`config.mk`:
```
export PLATFORM = sky130hd
export DESIGN_NAME = smq_ram
export DESIGN_NICKNAME = d
export VERILOG_FILES = /design/src/rtl/segment_max_point_query_tree_core_assert.svh /design/src/rtl/smq_ram.sv
export SDC_FILE = /design/constraint.sdc
export NUM_CORES = 1
export LEC_CHECK = 0
export ABC_AREA = 1
export ABC_CLOCK_PERIOD_IN_PS = 1450
export BUFFER_PORTS_ARGS = -buffer_cell sky130_fd_sc_hd__buf_2
export CAP_MARGIN = 30
export CORE_ASPECT_RATIO = 0.5
export CORE_MARGIN = 2
export CORE_UTILIZATION = 55
export DETAILED_ROUTE_END_ITERATION = 8
export HOLD_SLACK_MARGIN = 0.12
export PLACE_DENSITY = 0.69
export RECOVER_POWER = 100
export SETUP_SLACK_MARGIN = 0.05
export SLEW_MARGIN = 0
export SYNTH_ARGS = -nofsm -noshare
export SYNTH_HDL_FRONTEND = slang
export SYNTH_SLANG_ARGS = --single-unit
```
`constraint.sdc`:
```
create_clock -name i_clk -period 1.45 [get_ports i_clk]
set_input_delay 0.145 -clock i_clk [delete_from_list [all_inputs] [get_ports i_clk]]
set_output_delay 0.145 -clock i_clk [all_outputs]
set_load 0.02 [all_outputs]
```
`src/rtl/segment_max_point_query_tree_core_assert.svh`:
```
// assertion macros for the segment max point query tree core
`ifndef SEGMENT_MAX_POINT_QUERY_TREE_CORE_ASSERT_SVH
`define SEGMENT_MAX_POINT_QUERY_TREE_CORE_ASSERT_SVH
`ifndef NO_ASSERTIONS
// implication checked every clock, skipped in reset
`define SMQ_ASSERT_IMP(label, clk, rst_n, ante, cons) \
    label: assert property (@(posedge clk) disable iff (!rst_n) (ante) |-> (cons)) \
        else $error("assertion failed");
// next-cycle implication, skipped in reset
`define SMQ_ASSERT_NXT(label, clk, rst_n, ante, cons) \
    label: assert property (@(posedge clk) disable iff (!rst_n) (ante) |=> (cons)) \
        else $error("assertion failed");
`else
`define SMQ_ASSERT_IMP(label, clk, rst_n, ante, cons)
`define SMQ_ASSERT_NXT(label, clk, rst_n, ante, cons)
`endif
`endif

```
`src/rtl/smq_ram.sv`:
```
// generic single-port-write, single-read synchronous ram with registered read
module smq_ram #(
    parameter int WIDTH = 8,
    parameter int DEPTH = 16
) (
    input  logic                     i_clk,
    input  logic                     i_we,
    input  logic [$clog2(DEPTH)-1:0] i_waddr,
    input  logic [WIDTH-1:0]         i_wdata,
    input  logic [$clog2(DEPTH)-1:0] i_raddr,
    output logic [WIDTH-1:0]         o_rdata
);
    logic [WIDTH-1:0] r_mem [DEPTH];
    always_ff @(posedge i_clk) begin
        if (i_we) r_mem[i_waddr] <= i_wdata;
        o_rdata <= r_mem[i_raddr];
    end
endmodule

```
==> metrics.txt <==
# TYPE chip_impl_metric gauge
chip_impl_metric{name="multi_input_comb_area",unit="sq mm"} 0.00121
chip_impl_info{name="ys_top_cells_by_count",value="sky130_fd_sc_hd__nand2_1, sky130_fd_sc_hd__edfxtp_1, sky130_fd_sc_hd__inv_1"} 1
chip_impl_info{name="post-synth-top-count-cell",value="sky130_fd_sc_hd__nand2_1"} 1
chip_impl_metric{name="drt-vias-per-instance",unit=""} 5.30
chip_impl_metric{name="clk_pin_slew_worst_paths",unit="ps"} 60
chip_impl_info{name="slowest_stage",value="sky130_fd_sc_hd__dfxtp_1"} 1
chip_impl_info{name="worst_path_dominant_cell_family",value="flip-flops"} 1
chip_impl_info{name="worst_hold_path_type",value="in -> reg"} 1
chip_impl_metric{name="drtAntennaViolNets",unit=""} 0
chip_impl_metric{name="fillCellCount",unit=""} 787
chip_impl_metric{name="insertion_delay",unit="ps"} 420
chip_impl_metric{name="via_total_after_detailed_routing",unit=""} 3961
chip_impl_metric{name="post-cts-setup-buffers",unit=""} 0
chip_impl_metric{name="postRouteWirelength",unit="um"} 13600
chip_impl_metric{name="synth_cell_area",unit="sq mm"} 0.00577
chip_impl_metric{name="place_worst_setup_slack",unit="ps"} 142
chip_impl_metric{name="worst_path_buffer_plus_inverter_count",unit=""} 1
chip_impl_metric{name="clock_tree.htree_level_count",unit=""} 4
chip_impl_info{name="status",value="completed"} 1
chip_impl_metric{name="irDropWorstVdd",unit="uV"} 862
chip_impl_metric{name="layoutNonFillerInstCount",unit=""} 747
chip_impl_metric{name="final-setup-viol-count",unit=""} 0
chip_impl_metric{name="final_hold_viol_count",unit=""} 0
chip_impl_metric{name="finalWorstSetupSlack",unit="ps"} 204
chip_impl_info{name="critical_path.cell_chain",value="clkbuf_1"} 1
chip_impl_metric{name="numPlacedInstances",unit=""} 714
chip_impl_info{name="synth.area.top_cells",value="sky130_fd_sc_hd__edfxtp_1, sky130_fd_sc_hd__nand2_1, sky130_fd_sc_hd__nand3_1"} 1
chip_impl_metric{name="synth_top_area_share",unit="%"} 66.7
chip_impl_metric{name="yosysWarnings",unit=""} 0
chip_impl_metric{name="crit_cells",unit=""} 1
chip_impl_metric{name="detail_route.wl_per_cell",unit="um"} 18.2
chip_impl_metric{name="synth.avg_cell_area",unit="sq um"} 10.5
chip_impl_metric{name="drc_errors",unit=""} 0
chip_impl_metric{name="timing.final.crit_share",unit="%"} 85.9
chip_impl_metric{name="num-nets-final",unit=""} 612
chip_impl_metric{name="synth_enable_flop_cells",unit=""} 128
chip_impl_metric{name="die_width",unit="um"} 149
chip_impl_metric{name="seq_area",unit="sq mm"} 0.00400
chip_impl_info{name="critPathKind",value="reg -> out"} 1
chip_impl_metric{name="cp_slowest_stage_delay",unit="ps"} 410
chip_impl_info{name="clock-root-buffer",value="sky130_fd_sc_hd__clkbuf_16"} 1
chip_impl_info{name="unrepaired_setup_endpoints_after_global_routing",value="no"} 1
chip_impl_metric{name="required",unit="ps"} 1310
chip_impl_metric{name="worst-r2r-cell-count",unit=""} 6
chip_impl_metric{name="net_count_after_synthesis",unit=""} 569
chip_impl_info{name="cts_tree",value="done"} 1
chip_impl_metric{name="timing_max_transition_violations_final",unit=""} 0
chip_impl_metric{name="grt_first_pass_wirelength",unit="um"} 21300
chip_impl_metric{name="core-area",unit="sq mm"} 0.0102
chip_impl_metric{name="async_reset_ff_share",unit="%"} 0
chip_impl_metric{name="die_area",unit="sq mm"} 0.0114
chip_impl_metric{name="cap_violations",unit=""} 0
chip_impl_metric{name="floorplan.die.height",unit="um"} 76.4
chip_impl_metric{name="largest_net_degree_at_the_start_of_global_routing",unit=""} 65
chip_impl_metric{name="yosysSeqAreaShare",unit="%"} 69.4
chip_impl_metric{name="synth.lib_cells_used.distinct",unit=""} 12
chip_impl_metric{name="tightest_slew",unit="ps"} 919
chip_impl_metric{name="hold_path_depth",unit=""} 5
chip_impl_metric{name="dr.first_iter.drc_count",unit=""} 505
chip_impl_metric{name="grt.total_usage",unit="%"} 26.3
chip_impl_metric{name="synth.ff_latch_count",unit=""} 136
chip_impl_metric{name="clock-sinks",unit=""} 136
chip_impl_metric{name="grt_pass1_vias",unit=""} 3760
chip_impl_metric{name="top_level_ports",unit=""} 26
chip_impl_metric{name="fin_crit",unit="ps"} 1250
chip_impl_metric{name="dp_hpwl",unit="um"} 7940
chip_impl_metric{name="start_util",unit="%"} 56.5
chip_impl_metric{name="finalClockSkew",unit="ps"} 6.68
chip_impl_metric{name="numPortBuffers",unit=""} 25
chip_impl_metric{name="max_freq",unit="MHz"} 803
chip_impl_metric{name="rows",unit=""} 26
chip_impl_info{name="primary_ff_master_synth",value="sky130_fd_sc_hd__edfxtp_1"} 1
chip_impl_metric{name="cts-root-to-sink-buffers",unit=""} 2
chip_impl_metric{name="gp_congestion",unit=""} 0.809
chip_impl_metric{name="antenna_violations_before_repair",unit=""} 0
chip_impl_metric{name="total_gr_overflow",unit=""} 0
chip_impl_metric{name="max_fanout_on_critical_path",unit=""} 1
chip_impl_metric{name="p_leak",unit="nW"} 2.84
chip_impl_metric{name="hold-worst-slack",unit="ps"} 296
chip_impl_metric{name="worst-endpoint-arrival",unit="ps"} 1100
chip_impl_metric{name="drtPass1Iterations",unit=""} 5
chip_impl_metric{name="timing.max_slew.rel_slack",unit="%"} 38.8
chip_impl_metric{name="numCtsBuffers",unit=""} 17
chip_impl_metric{name="timing.setup.tns",unit="ps"} 0
chip_impl_metric{name="antenna_cells_inserted",unit=""} 0
chip_impl_info{name="endpoint_kind",value="output pin"} 1
chip_impl_metric{name="power.density_cell_area",unit="mW/mm^2"} 1450
chip_impl_metric{name="areaGrowthSynthToFinish",unit="%"} 16.1
chip_impl_metric{name="syn-instance-count",unit=""} 551
chip_impl_info{name="critical_path.startpoint_type",value="flip-flop"} 1
chip_impl_metric{name="post_route_cells_drive_above_1_share",unit="%"} 7.25
chip_impl_info{name="cell_taking_the_most_area_after_synthesis",value="sky130_fd_sc_hd__edfxtp_1"} 1
## state kept, by name, indices dropped and copies added, names as in the netlist
name	count
r_mem	128
o_rdata	8
## stage by stage
| stage | area [sq um] | total power, W | util [%] |
|---|---|---|---|
| after floorplan | 5770 | 0.00484 | - |
| after global placement | 6120 | 0.00507 | 59.9 |
| after detailed placement | 6120 | 0.00508 | 59.9 |
| after CTS | 6780 | 0.00974 | 66.4 |
| after global routing | 6700 | 0.00998 | 65.5 |
| final | 6700 | 0.00970 | 65.5 |
## routing by layer
layer	wire, um	vias up	GRT usage (%)
met5	0	-	0
met4	247	0	9.52
met3	1260	26	6.77
met2	6220	183	40.1
met1	5890	1890	37.1
li1	-	1862	-
## worst register-to-register path, delay by kind of cell, from the launching register on
kind / cells / cell delay, ps
flip-flops: 1 / 360
AND/OR/NAND/NOR: 5 / 540
buffers and inverters: 1 / 70
## path summary, 6_finish.rpt
kind,slack (ps),endpoint,startpoint
worst max-delay path,200,o_rdata[4],o_rdata[4]$_DFF_P_
worst min-delay path,300,o_rdata[2]$_DFF_P_,i_raddr[2]
worst max register to register,360,o_rdata[4]$_DFF_P_,r_mem[8][4]$_DFFE_PP_
worst min register to register,660,o_rdata[6]$_DFF_P_,r_mem[10][6]$_DFFE_PP_
## layout make-up
type                    instances  area share [%]
flip-flops and latches        136            59.8
multi-input cells             289            18.1
clock buffers                  20            6.82
inverters                     102            5.72
repair buffers                 48            3.96
clock inverters                12            2.95
well taps                     140            2.62
## placed cells by master, fill, tap and decap left out, drive strengths merged
master         n
clkinvlp       2
nand3         97
dlygate4sd3    1
inv          102
clkinv         5
bufinv         5
nand3b         2
buf           11
dfxtp          8
edfxtp       128
nor2          17
clkbuf        56
nand2        173
## logic make-up (layout without fill, tap and decap cells)
logic type	count (synthesis)	after routing	share of synthesized area (%)
buffers and inverters	126	182	9.52
DFF	136	136	69.4
and+or+nand+nor	289	289	21.0
## repair_timing
| item | 4_1_cts | 5_1_grt |
|---|---|---|
| resized for setup | 0 | 0 |
| setup endpoints to repair | 0 | 0 |
| hold endpoints to repair | 7 | 0 |
| hold buffers | 1 | 0 |
## power breakdown
group	switching (W)	internal [W]
Clock	0.00157	0.00314
Sequential	0.0000331	0.00440
Combinational	0.000415	0.000153
Power figures use the tool's default switching activity.
