## src/rtl/segment_max_point_query_tree_core_assert.svh

```systemverilog
// assertion macros for the segment max point query tree core
`ifndef SEGMENT_MAX_POINT_QUERY_TREE_CORE_ASSERT_SVH
`define SEGMENT_MAX_POINT_QUERY_TREE_CORE_ASSERT_SVH
`ifndef NO_ASSERTIONS
// implication checked every clock, skipped in reset
`define SMQ_ASSERT_IMP(label, clk, rst_n, ante, cons) \
    label: assert property (@(posedge clk) disable iff (!rst_n) (ante) |-> (cons)) \
        else $error("assertion failed");
// next-cycle implication, skipped in reset
`define SMQ_ASSERT_NXT(label, clk, rst_n, ante, cons) \
    label: assert property (@(posedge clk) disable iff (!rst_n) (ante) |=> (cons)) \
        else $error("assertion failed");
`else
`define SMQ_ASSERT_IMP(label, clk, rst_n, ante, cons)
`define SMQ_ASSERT_NXT(label, clk, rst_n, ante, cons)
`endif
`endif

```

## src/rtl/smq_pkg.sv

```systemverilog
// shared types and constants for the segment max point query tree core
package smq_pkg;
    localparam int MAX_LINES  = 131071;
    localparam int TREE_NODES = 131072;
    localparam int COORD_BITS = 16;
    localparam int FRAC_BITS  = 16;
    localparam int ID_BITS    = 17;
    localparam int NODE_BITS  = 17;
    localparam int Y_BITS     = 30;
    localparam int SLOPE_BITS = 47;
    localparam int HGT_BITS   = 64;
    localparam int STK_DEPTH  = 32;
    localparam int STK_BITS   = 5;
    localparam int STK_ENT    = NODE_BITS + 2 * COORD_BITS;

    localparam logic CMD_QUERY  = 1'b0;
    localparam logic CMD_INSERT = 1'b1;

    typedef logic [ID_BITS-1:0]    t_id;
    typedef logic [NODE_BITS-1:0]  t_node;
    typedef logic [COORD_BITS-1:0] t_coord;
    typedef logic signed [HGT_BITS-1:0] t_hgt;

    // one stored line
    typedef struct packed {
        logic signed [SLOPE_BITS-1:0] slope;
        t_coord                       sx;
        logic [Y_BITS-1:0]            sy;
    } t_line;
    localparam int LINE_BITS = SLOPE_BITS + COORD_BITS + Y_BITS;

    // divider handshake
    typedef struct packed {
        logic start;
        logic neg;
    } t_div_ctl;
endpackage

```

## src/rtl/smq_div.sv

```systemverilog
// restoring divider, one quotient bit per cycle, truncates toward zero
module smq_div (
    input  logic                         i_clk,
    input  logic                         i_rst_n,
    input  smq_pkg::t_div_ctl            i_ctl,
    input  logic [46:0]                  i_num,
    input  logic [15:0]                  i_den,
    output logic                         o_done,
    output logic signed [46:0]           o_quot
);
    import smq_pkg::*;
    logic [46:0] r_q, n_q;
    logic [16:0] r_rem, n_rem;
    logic [5:0]  r_cnt, n_cnt;
    logic        r_busy, n_busy, r_neg, n_neg, r_done, n_done;
    logic [16:0] w_try;
    always_comb begin
        n_q = r_q; n_rem = r_rem; n_cnt = r_cnt; n_busy = r_busy; n_neg = r_neg;
        n_done = 1'b0;
        w_try = {r_rem[15:0], r_q[46]};
        if (i_ctl.start) begin
            n_q = i_num; n_rem = '0; n_cnt = 6'd47; n_busy = 1'b1; n_neg = i_ctl.neg;
        end else if (r_busy) begin
            if (w_try >= {1'b0, i_den}) begin
                n_rem = w_try - {1'b0, i_den};
                n_q   = {r_q[45:0], 1'b1};
            end else begin
                n_rem = w_try;
                n_q   = {r_q[45:0], 1'b0};
            end
            n_cnt = r_cnt - 6'd1;
            if (r_cnt == 6'd1) begin
                n_busy = 1'b0; n_done = 1'b1;
            end
        end
    end
    always_ff @(posedge i_clk) begin
        if (!i_rst_n) begin
            r_busy <= 1'b0; r_done <= 1'b0; r_cnt <= '0;
        end else begin
            r_busy <= n_busy; r_done <= n_done; r_cnt <= n_cnt;
        end
        r_q <= n_q; r_rem <= n_rem; r_neg <= n_neg;
    end
    assign o_done = r_done;
    assign o_quot = r_neg ? -$signed(r_q) : $signed(r_q);
endmodule

```

## config.mk

```make
export PLATFORM = sky130hd
export DESIGN_NAME = smq_div
export DESIGN_NICKNAME = d
export VERILOG_FILES = /design/src/rtl/segment_max_point_query_tree_core_assert.svh /design/src/rtl/smq_pkg.sv /design/src/rtl/smq_div.sv
export SDC_FILE = /design/constraint.sdc
export NUM_CORES = 1
export LEC_CHECK = 0
export BUFFER_PORTS_ARGS = -buffer_cell sky130_fd_sc_hd__buf_2
export CORE_MARGIN = 2
export CORE_UTILIZATION = 35
export CTS_CLUSTER_DIAMETER = 30
export DETAILED_ROUTE_END_ITERATION = 10
export SLEW_MARGIN = 10
export SYNTH_ARGS = -nofsm -noshare
export SYNTH_HDL_FRONTEND = slang
export SYNTH_SLANG_ARGS = --single-unit
```

## constraint.sdc

```tcl
create_clock -name i_clk -period 2.7 [get_ports i_clk]
set_input_delay 0.135 -clock i_clk [delete_from_list [all_inputs] [get_ports i_clk]]
set_output_delay 0.135 -clock i_clk [all_outputs]
set_load 0.01 [all_outputs]
```

==> impl_results.md, run 1 <==
- Outcome: finished, violations left
- Violated checks: negative setup slack
- Post-DRT Antenna Nets: 0
- Final hold vios: 0
- Register area share after synthesis: between 30% and 40%
- Met1 Routed Length: about 5500 µm
- Worst-path clk slew: 0.06 ns
- Max-slew violation count: 0
- Fin crit period: around 3.2 ns
- Slew headroom: a little over half
- Worst slack at placement: -0.1529 ns
- CTS H-tree lvls: 3
- Syn Area/Cell: between 10 and 15 µm²
- First-pass GRT wire length: 19260 µm
- Compound-Gate Fraction of Synth Area: 13.48%
- Mapped Nets: approximately 570
- Root Driver: clkbuf_16
- Adder-cell area share of the yosys netlist: between 5 and 6%
- Row Count: 43
- Clk sinks: 72
- Cell Area, Synth: approximately 4900 µm²
- DR vias/cell: between 4 and 5
- CTS tree: yes
- IO Count: approximately 120
- RSZ-0062 raised after global routing: true
- Clk buf depth: 2
- Final hold slack: 0.09518 ns
- Worst setup margin: -0.5368 ns
- Leak: between 2 and 3 nW
- Die W: between 100 and 150 µm
- Slew @ Worst Pin: around 0.7 ns
- # DRC: 0
- Clk_lat worst skew: between 0.3 and 0.4 ns
- Type of the worst min-delay path: in2reg
- Antenna diode count: 0
- Pwr/cell area: 545.2 nW/µm²
- Final GP Congestion: 0.8475
- Met2 routed WL: roughly 5600 µm
- Initial Utilization: between 30 and 40%
- Drt initial violations: between 200 and 250
- Die Y: between 100 and 150 µm
- Drt wl/cell: between 10 and 15 µm
- DIE AREA: ~15000 µm²
- Max Clock Skew: ~0.0064 ns
- Simple-gate share of the synthesized area: between 10 and 15%
- Synth Flop Type: edfxtp_1
- Setup CP Type: reg2out
- Tcrit/Tclk final: 119.9%
- Fmax: around 310 MHz
- # nets final: a little over 700
- VDD IR max: 0.2713 mV
- Multiplexer share of the synthesized area: approximately an eighth
- Core area: roughly 14000 µm²
- Crit path launch type: flip-flop
- #FFs+latches synth: just over 70
- Top Layer Used: met4
- Crit path DAT: just over 3 ns
- Post-synth cell types: 58
- Port bufs: around 110
- Final WL: between 10000 and 15000 µm
- Pin count of the biggest net entering global routing: 48
- Setup TNS: -8.043 ns
- Main combinational cell family by area after synthesis: simple AND/OR/NAND/NOR gates
- Gate Count Post-Synth: 480
- Vias: 4062
- Critical path data required time: 2.57 ns
- Post-synth EDFFs: 48
- Share of layout cells above drive strength 1: between 30% and 40%
- TritonCTS Buffers: 9
- Drt pass-1 iters: 4
- Max FO, Critical Path: 6
- Setup crit end kind: output pin
- Post-synthesis async set-or-reset flop share: 0%
- Dpl hpwl: 8971 µm
- Number of global-route vias before repair: 4084
- Max-cap violation count: 0
- GRT Total Usage: approximately 16%
- Synth warn: 0
- Fillers: around 1300
- Final setup fails: 27
- Routed wl met3: approximately 660 µm
- Overall power: about 3.5 mW
- Global route total overflow: 0
- Synthesis-to-layout area growth: 30.28%
- Synth Area in XOR/XNOR: 11.53%
- Initial antenna violation count: 0
[path summary, 6_finish.rpt]
path | start | endpoint | slack, ns | cells past startpoint
hold / removal | i_num[15] | r_q[15] | 0.1 | 2
setup reg to reg | r_rem[11] | r_rem[7] | 0.27 | 9
setup / recovery | r_q[4] | o_quot[44] | -0.54 | 10
hold reg to reg | r_rem[15] | r_rem[15] | 0.49 | 2
[critical path, cell delays in order, from the launching register on]
cell	delay, ns
edfxtp_1	0.39
or3_4	0.40
buf_4	0.14
buf_6	0.10
or3b_4	0.39
nor3_4	0.23
nand4_1	0.17
buf_4	0.22
o41ai_1	0.39
xnor2_1	0.17
buf_2	0.15
[flip-flops by register name, indices dropped and copies added, names as in the netlist]
register	flops
r_busy	1
r_cnt	6
r_q	47
r_rem	16
o_done	1
r_neg	1
[synthesized netlist by cell type, types with 2 or more instances]
cell      number  share of area (%)
o41ai_1        4               0.72
inv_1         28                2.2
clkbuf_1      15                1.2
nor3_1         7               0.72
or3_4          2               0.46
o41ai_2        2               0.67
o21ai_1        3               0.31
xor2_1         7                1.3
a32oi_1        3               0.54
dfxtp_1       24                9.9
nor4_1         3               0.39
a21oi_1       15                1.5
o21a_1         4               0.62
and2_1         2               0.26
nor2_1        32                2.5
o31ai_2        3               0.77
nand2b_1       8                1.0
ha_1          19                4.9
mux2i_1        7                1.4
nand2_1       36                2.8
nand3_1        8               0.82
a21o_1         2               0.31
nor2b_1        4               0.51
or4_1          5               0.77
o31ai_1       15                2.3
nand4_1        3               0.39
edfxtp_1      48                 30
xnor2_1       57                 10
or3_1          6               0.77
mux2_2        45                 10
o21ai_0       21                2.2
o211ai_1       6               0.93
buf_1          2               0.15
a211oi_1       9                1.4
nor3_2         2               0.41
[through the flow]
stage / cells / utilization (%) / instance area (µm²)
final: 818 / 46.18 / 6336
after global routing: 818 / 46.18 / 6336
after CTS: 814 / 45.46 / 6237
after detailed placement: 791 / 42.65 / 5852
after global placement: 791 / 42.65 / 5852
after floorplan: 480 / - / 4863
[cells by family after synthesis]
logic type               Yosys count
AO/OA/AOI/OAI                     94
XOR/XNOR                          64
adder cells (fa/ha/maj)           20
buffers and inverters             48
flip-flops                        72
multiplexers                      52
AND/OR/NAND/NOR                  130
[what timing repair did]
action                                  in CTS  in global routing
pin swaps                                    7                  8
resized for setup                           11                 16
hold buffers                                 1                  0
endpoints found under the setup margin      25                 28
buffers inserted                             6                  4
endpoints found under the hold margin        1                  0
[per-layer routing]
metal	vias to the layer above	GRT usage (%)
met5	-	0
met4	0	6.897
met3	16	2.715
met2	100	26.99
met1	1899	21.10
li1	2047	-
[cell type report]
| type | instances | area [µm²] | area share, % |
|---|---|---|---|
| sequential | 72 | 1922 | 30.33 |
| inverter | 29 | 108.9 | 1.718 |
| tap | 180 | 225.2 | 3.555 |
| clock inverter | 6 | 50.05 | 0.7899 |
| clock buffer | 10 | 229.0 | 3.614 |
| timing repair buffer | 161 | 937.1 | 14.79 |
| multi-input combinational | 360 | 2864 | 45.20 |
[cell usage in the layout (no fill, tap or decap), drive strengths merged, types with 15 or more instances in the layout]
master	n
xnor2	57
a21oi	15
inv	29
o31ai	18
buf	160
edfxtp	48
nand2	36
nor2	32
mux2	45
o21ai	24
dfxtp	24
ha	19
[power by group]
group | total [mW] | internal, mW | switching (mW)
clock network | 1.14 | 0.701 | 0.438
logic | 0.913 | 0.451 | 0.462
registers | 1.40 | 1.30 | 0.102
(Power assumes the default switching activity.)
==> run 2: changes to the inputs <==
--- a/config.mk
+++ b/config.mk
@@ -7,9 +7,10 @@
 export LEC_CHECK = 0
 export BUFFER_PORTS_ARGS = -buffer_cell sky130_fd_sc_hd__buf_2
 export CORE_MARGIN = 2
-export CORE_UTILIZATION = 35
+export CORE_UTILIZATION = 49
 export CTS_CLUSTER_DIAMETER = 30
 export DETAILED_ROUTE_END_ITERATION = 10
+export PLACE_DENSITY = 0.77
 export SLEW_MARGIN = 10
 export SYNTH_ARGS = -nofsm -noshare
 export SYNTH_HDL_FRONTEND = slang
==> run 2 against run 1 <==
- the flow still finishes with violations (negative setup slack)
- sequential power barely moved
- register-to-register slack got worse by 0.05 ns
- largest power group unchanged
- highest routed layer unchanged
- power fell by 8.0%
- sequential share of layout area rose by 0.13 points
- wire length fell by 0.92%
- global-route usage rose by 5.2 points
- core utilization rose by 19 points
- critical endpoint is now o_quot[41]
- critical path depth fell by 2
- hold slack got worse by 0.019 ns
==> impl_results.md, run 2 (synthesis gave the netlist of run 1 again) <==
- RSZ-0062 raised after global routing: true
- CP endpoint: o_quot[41]
- Max-cap violation count: 0
- Drt initial violations: 198
- Outcome: finished, violations left
- R2R Path End: r_rem[10]
- Dpl hpwl: around 8600 µm
- Die W: between 100 and 150 µm
- Max Clock Skew: about 0.012 ns
- Crit path launch type: flip-flop
- Top Registers: r_q: 47 flops, r_rem: 16 flops, r_cnt: 6 flops
- Critical path data required time: 2.57 ns
- Type of the worst min-delay path: in2reg
- Clk sinks: approximately 70
- Final GP Congestion: approximately 0.90
- Max FFs per register: 47
- Reg2reg path depth: 9
- Die Y: 103.6 µm
- Initial Utilization: 50.22%
- Clk buf depth: 2
- Fmax: around 310 MHz
- Initial antenna violation count: 0
- Placed Area: between 5000 and 6000 µm²
- Max-slew violation count: 0
- Port bufs: around 110
- Synthesis-to-layout area growth: 29.71%
- Setup crit end kind: output pin
- Worst r2r src: r_rem[11]
- DR vias/cell: about 5.4
- Crit path DAT: between 3 and 4 ns
- Switching power: around 0.99 mW
- Setup CP Type: reg2out
- Core area: a little under 10000 µm²
- CTS tree: yes
- TritonCTS Buffers: 9
- Seq pwr share: 44.6%
- Root Driver: clkbuf_8
- Post-DRT Antenna Nets: 0
- Slew @ Worst Pin: approximately 0.89 ns
- Final WL: approximately 12000 µm
- DIE AREA: 10740 µm²
- Row Count: 36
- Sw Share: between 30 and 40%
- Pwr/cell area: 503.8 nW/µm²
- # DRC: 0
- Top reg by flops: r_q
- Leak: ~2.6 nW
- Hold Path Depth: 2
- # nets final: around 720
- Tcrit/Tclk final: 117.6%
- Final hold vios: 0
- Commonest cells after routing, fill and taps aside: buf_2, xnor2_1, edfxtp_1
- Clock power frac: 26.2%
- IO Count: 115
- Worst-path clk slew: 0.08 ns
- Max FO, Critical Path: 6
- Design Area, Final: 6309 µm²
- Pin count of the biggest net entering global routing: 48
- First-pass GRT wire length: approximately 19000 µm
- GRT Total Usage: approximately 22%
- Drt pass-1 iters: 4
- Final setup fails: 27
- R2R setup slack: roughly 0.22 ns
- Worst setup margin: -0.4751 ns
- Antenna diode count: 0
- VDD IR max: just under 0.3 mV
- Global route total overflow: 0
- Share of layout cells above drive strength 1: about two fifths
- Vias: ~4100
- Drt wl/cell: 15.50 µm
- Fin crit period: approximately 3.2 ns
- CTS H-tree lvls: 3
- Comb power frac: between 20% and 30%
- Clk_lat worst skew: approximately 0.36 ns
- Violated checks: negative setup slack
- Final hold slack: around 0.077 ns
- Slew headroom: between 40% and 50%
- Commonest non-fill, non-tap cell in the layout: buf_2
- Critical path origin: r_q[4]
- Number of global-route vias before repair: 4107
- Int Power: roughly 2.2 mW
run 2: power by group through the flow:
| stage | Sequential (mW) | Clock, mW | Combinational, mW |
|---|---|---|---|
| after global placement | 1.42 | 0 | 0.857 |
| after detailed placement | 1.43 | 0 | 0.876 |
| after floorplan | 1.41 | 0 | 0.555 |
| final | 1.42 | 0.833 | 0.926 |
| after CTS | 1.41 | 0.864 | 0.906 |
| after global routing | 1.43 | 0.912 | 1.01 |
run 2: final cells by class:
type | count | area (µm²)
timing repair buffer | 156 | 940.9
sequential | 72 | 1922
tap | 133 | 166.4
clock inverter | 5 | 57.56
multi-input combinational | 360 | 2982
clock buffer | 11 | 131.4
fill | 786 | 3376
inverter | 29 | 108.9
run 2: stage by stage:
| stage | TNS, ns | utilization (%) | power, mW | setup WS [ns] | cells |
|---|---|---|---|---|---|
| after floorplan | -0.02349 | - | 1.964 | -0.01175 | 480 |
| after global placement | -0.07235 | 59.97 | 2.275 | -0.02739 | 741 |
| after detailed placement | -0.3756 | 59.97 | 2.302 | -0.1085 | 741 |
| after CTS | -8.230 | 63.73 | 3.180 | -0.5005 | 761 |
| after global routing | -12.31 | 65.14 | 3.351 | -0.5914 | 766 |
| final | -8.511 | 65.14 | 3.178 | -0.4751 | 766 |
run 2: worst min-delay path by stage:
stage,from,end,slack [ns]
finish,i_num[34],r_q[34],0.08
global route,i_num[5],r_q[5],0.05
CTS,i_num[36],r_q[36],0.06
detailed placement,i_ctl[0],r_neg,0.32
global placement,i_ctl[0],r_neg,0.32
floorplan,i_ctl[0],r_neg,0.23
run 2: metal layers:
layer  track usage [%]  wire, µm  share of wire (%)
met3             5.916       653                5.5
met5                 0         0                  0
met1             26.58      5147                 43
met4             6.467       151                1.3
met2             36.99      5918                 50
run 2: critical path: stages, from the launching register on:
cell and delay, ns:
edfxtp_1 0.39, or3_4 0.40, or3_4 0.37, or2_4 0.27, nand3b_4 0.16, or4_4 0.53, o41ai_4 0.25, xnor2_1 0.16
buf_2 0.15
run 2: timing repair:
| item | 4_1_cts | 5_1_grt |
|---|---|---|
| hold buffers | 1 | 0 |
| pin swaps | 12 | 17 |
| setup buffers | 3 | 6 |
| endpoints found under the hold margin | 1 | 0 |
| resized for setup | 27 | 22 |
| setup endpoints to repair | 25 | 37 |
==> run 3: changes to the inputs <==
--- a/config.mk
+++ b/config.mk
@@ -10,7 +10,7 @@
 export CORE_UTILIZATION = 49
 export CTS_CLUSTER_DIAMETER = 30
 export DETAILED_ROUTE_END_ITERATION = 10
-export PLACE_DENSITY = 0.77
+export PLACE_DENSITY = 0.87
 export SLEW_MARGIN = 10
 export SYNTH_ARGS = -nofsm -noshare
 export SYNTH_HDL_FRONTEND = slang
==> run 3 against run 2 <==
- the flow still finishes with violations (negative setup slack)
- global-route usage increased by 2.5 points
- clock power decreased by 2%
- via count increased by 6.3%
==> impl_results.md, run 3 (synthesis gave the netlist of run 1 again) <==
- Outcome: finished, violations left
- Violated checks: negative setup slack
- Synthesis-to-layout area growth: 32.52%
- Design Area, Final: ~6400 µm²
- # nets final: 726
- CTS H-tree lvls: 3
- Setup CP Type: reg2out
- TritonCTS Buffers: 9
- Die Y: 103.6 µm
- Post-DRT Antenna Nets: 0
- Die W: 103.6 µm
- DIE AREA: about 11000 µm²
- Pwr/cell area: 499.4 nW/µm²
- Clk sinks: just over 70
- Fin cells: about 780
- Placed Area: approximately 5800 µm²
- Pin count of the biggest net entering global routing: 53
- Initial antenna violation count: 1
- Overall power: around 3.2 mW
- Routed wl met3: 675 µm
- Hold Path Origin: i_num[36]
- Slew headroom: 34.19%
- Row Count: 36
- Fmax: just over 300 MHz
- Type of the worst min-delay path: in2reg
- Antenna diode count: 0
- First-pass GRT wire length: ~21000 µm
- Initial Utilization: approximately half
- Global route total overflow: 0
- Port bufs: ~110
- Crit path launch type: flip-flop
- VDD IR max: 0.2603 mV
- Max-slew violation count: 0
- Clk_lat worst skew: 0.34 ns
- Drt pass-1 iters: 4
- Leak: ~2.7 nW
- # DRC: 0
- Post-route core utilization: around two thirds
- Max FFs per register: 47
- Commonest non-fill, non-tap cell in the layout: buf_2
- Top reg by flops: r_q
- Core area: around 9700 µm²
- Setup crit end kind: output pin
- Worst r2r src: r_rem[10]
- CTS tree: yes
- Critical path data required time: approximately 2.6 ns
- GRT Total Usage: 24.07%
- Worst-path clk slew: roughly 0.080 ns
- Dpl cells: between 700 and 800
- Drt initial violations: just under 300
- Top Registers: r_q: 47 flops, r_rem: 16 flops, r_cnt: 6 flops
- Final WL: about 14000 µm
- Final GP Congestion: roughly 0.9
- Commonest cells after routing, fill and taps aside: buf_2, xnor2_1, edfxtp_1
- Final setup fails: 31
- Max FO, Critical Path: 6
- Met2 routed WL: approximately 7000 µm
- Met1 Routed Length: between 5000 and 6000 µm
- Number of global-route vias before repair: about 4300
- Crit path DAT: roughly 3.1 ns
- Fin crit period: 3.244 ns
- Top Layer Used: met5
- Drt wl/cell: between 15 and 20 µm
- Max Clock Skew: approximately 0.013 ns
- Max-cap violation count: 0
- Tcrit/Tclk final: 120.2%
- IO Count: about 120
- Share of layout cells above drive strength 1: a little over two fifths
- Worst slack at placement: -0.1718 ns
- Clk buf depth: 2
- DR vias/cell: about 5.7
- Root Driver: clkbuf_8
- Critical path origin: r_q[12]
- Final hold vios: 0
- Dpl hpwl: 8922 µm
- Vias: roughly 4400
- Worst setup margin: -0.5443 ns
- RSZ-0062 raised after global routing: true
- Slew @ Worst Pin: just under 1 ns
==> run 3: cell count changes in the layout (fill, tap and decap cells not counted), sizes merged <==
cell,before,now
buf,155,166
clkbuf,11,12
clkinv,4,2
==> run 3: power breakdown <==
part	switching, mW	total (mW)	internal [mW]
Clock	0.392	0.816	0.423
Sequential	0.119	1.42	1.30
Combinational	0.510	0.984	0.474
==> run 3: worst paths after layout <==
kind                end  slack [ns]  cells past startpoint
max reg2reg    r_rem[7]        0.29                      9
max          o_quot[31]       -0.54                      9
min             r_q[36]        0.09                      2
min reg2reg    r_rem[9]        0.51                      2
==> run 3: layout make-up <==
class                           count  area, µm²
Clock inverter                      3      43.79
Multi-Input combinational cell    360       3054
Inverter                           29      111.4
Fill cell                         691       3239
Sequential cell                    72       1922
Timing Repair Buffer              167       1012
Tap cell                          133      166.4
Clock buffer                       12      135.1
==> run 3: layer usage <==
layer  track usage, %  vias to the layer above
met4            8.880                        2
met5                0                        -
li1                 -                     2057
met2            42.43                      185
met3            5.475                       32
met1            28.68                     2121
==> run 3: timing repair <==
item | 4_1_cts | 5_1_grt
hold endpoints to repair | 1 | 0
pin swaps | 18 | 24
hold buffers | 1 | 0
endpoints found under the setup margin | 25 | 35
buffers inserted | 12 | 8
gates resized for setup | 46 | 31
==> run 3: per-stage QoR <==
| stage | setup TNS [ns] | hold WS, ns |
|---|---|---|
| CTS | -8.374 | 0.06116 |
| detailed placement | -0.5606 | 0.3148 |
| global route | -13.95 | 0.06577 |
| floorplan | -0.02349 | 0.2339 |
| finish | -10.85 | 0.08687 |
| global placement | -0.09302 | 0.3164 |
==> run 3: worst max-delay path: stages, from the launching register on <==
cell and delay (ns):
edfxtp_1 0.42, or3_1 0.48, nand4bb_4 0.29, or2_4 0.27, nand3b_4 0.16, or4_4 0.51, buf_4 0.18, o21ai_2 0.15
xnor2_1 0.14, buf_2 0.15
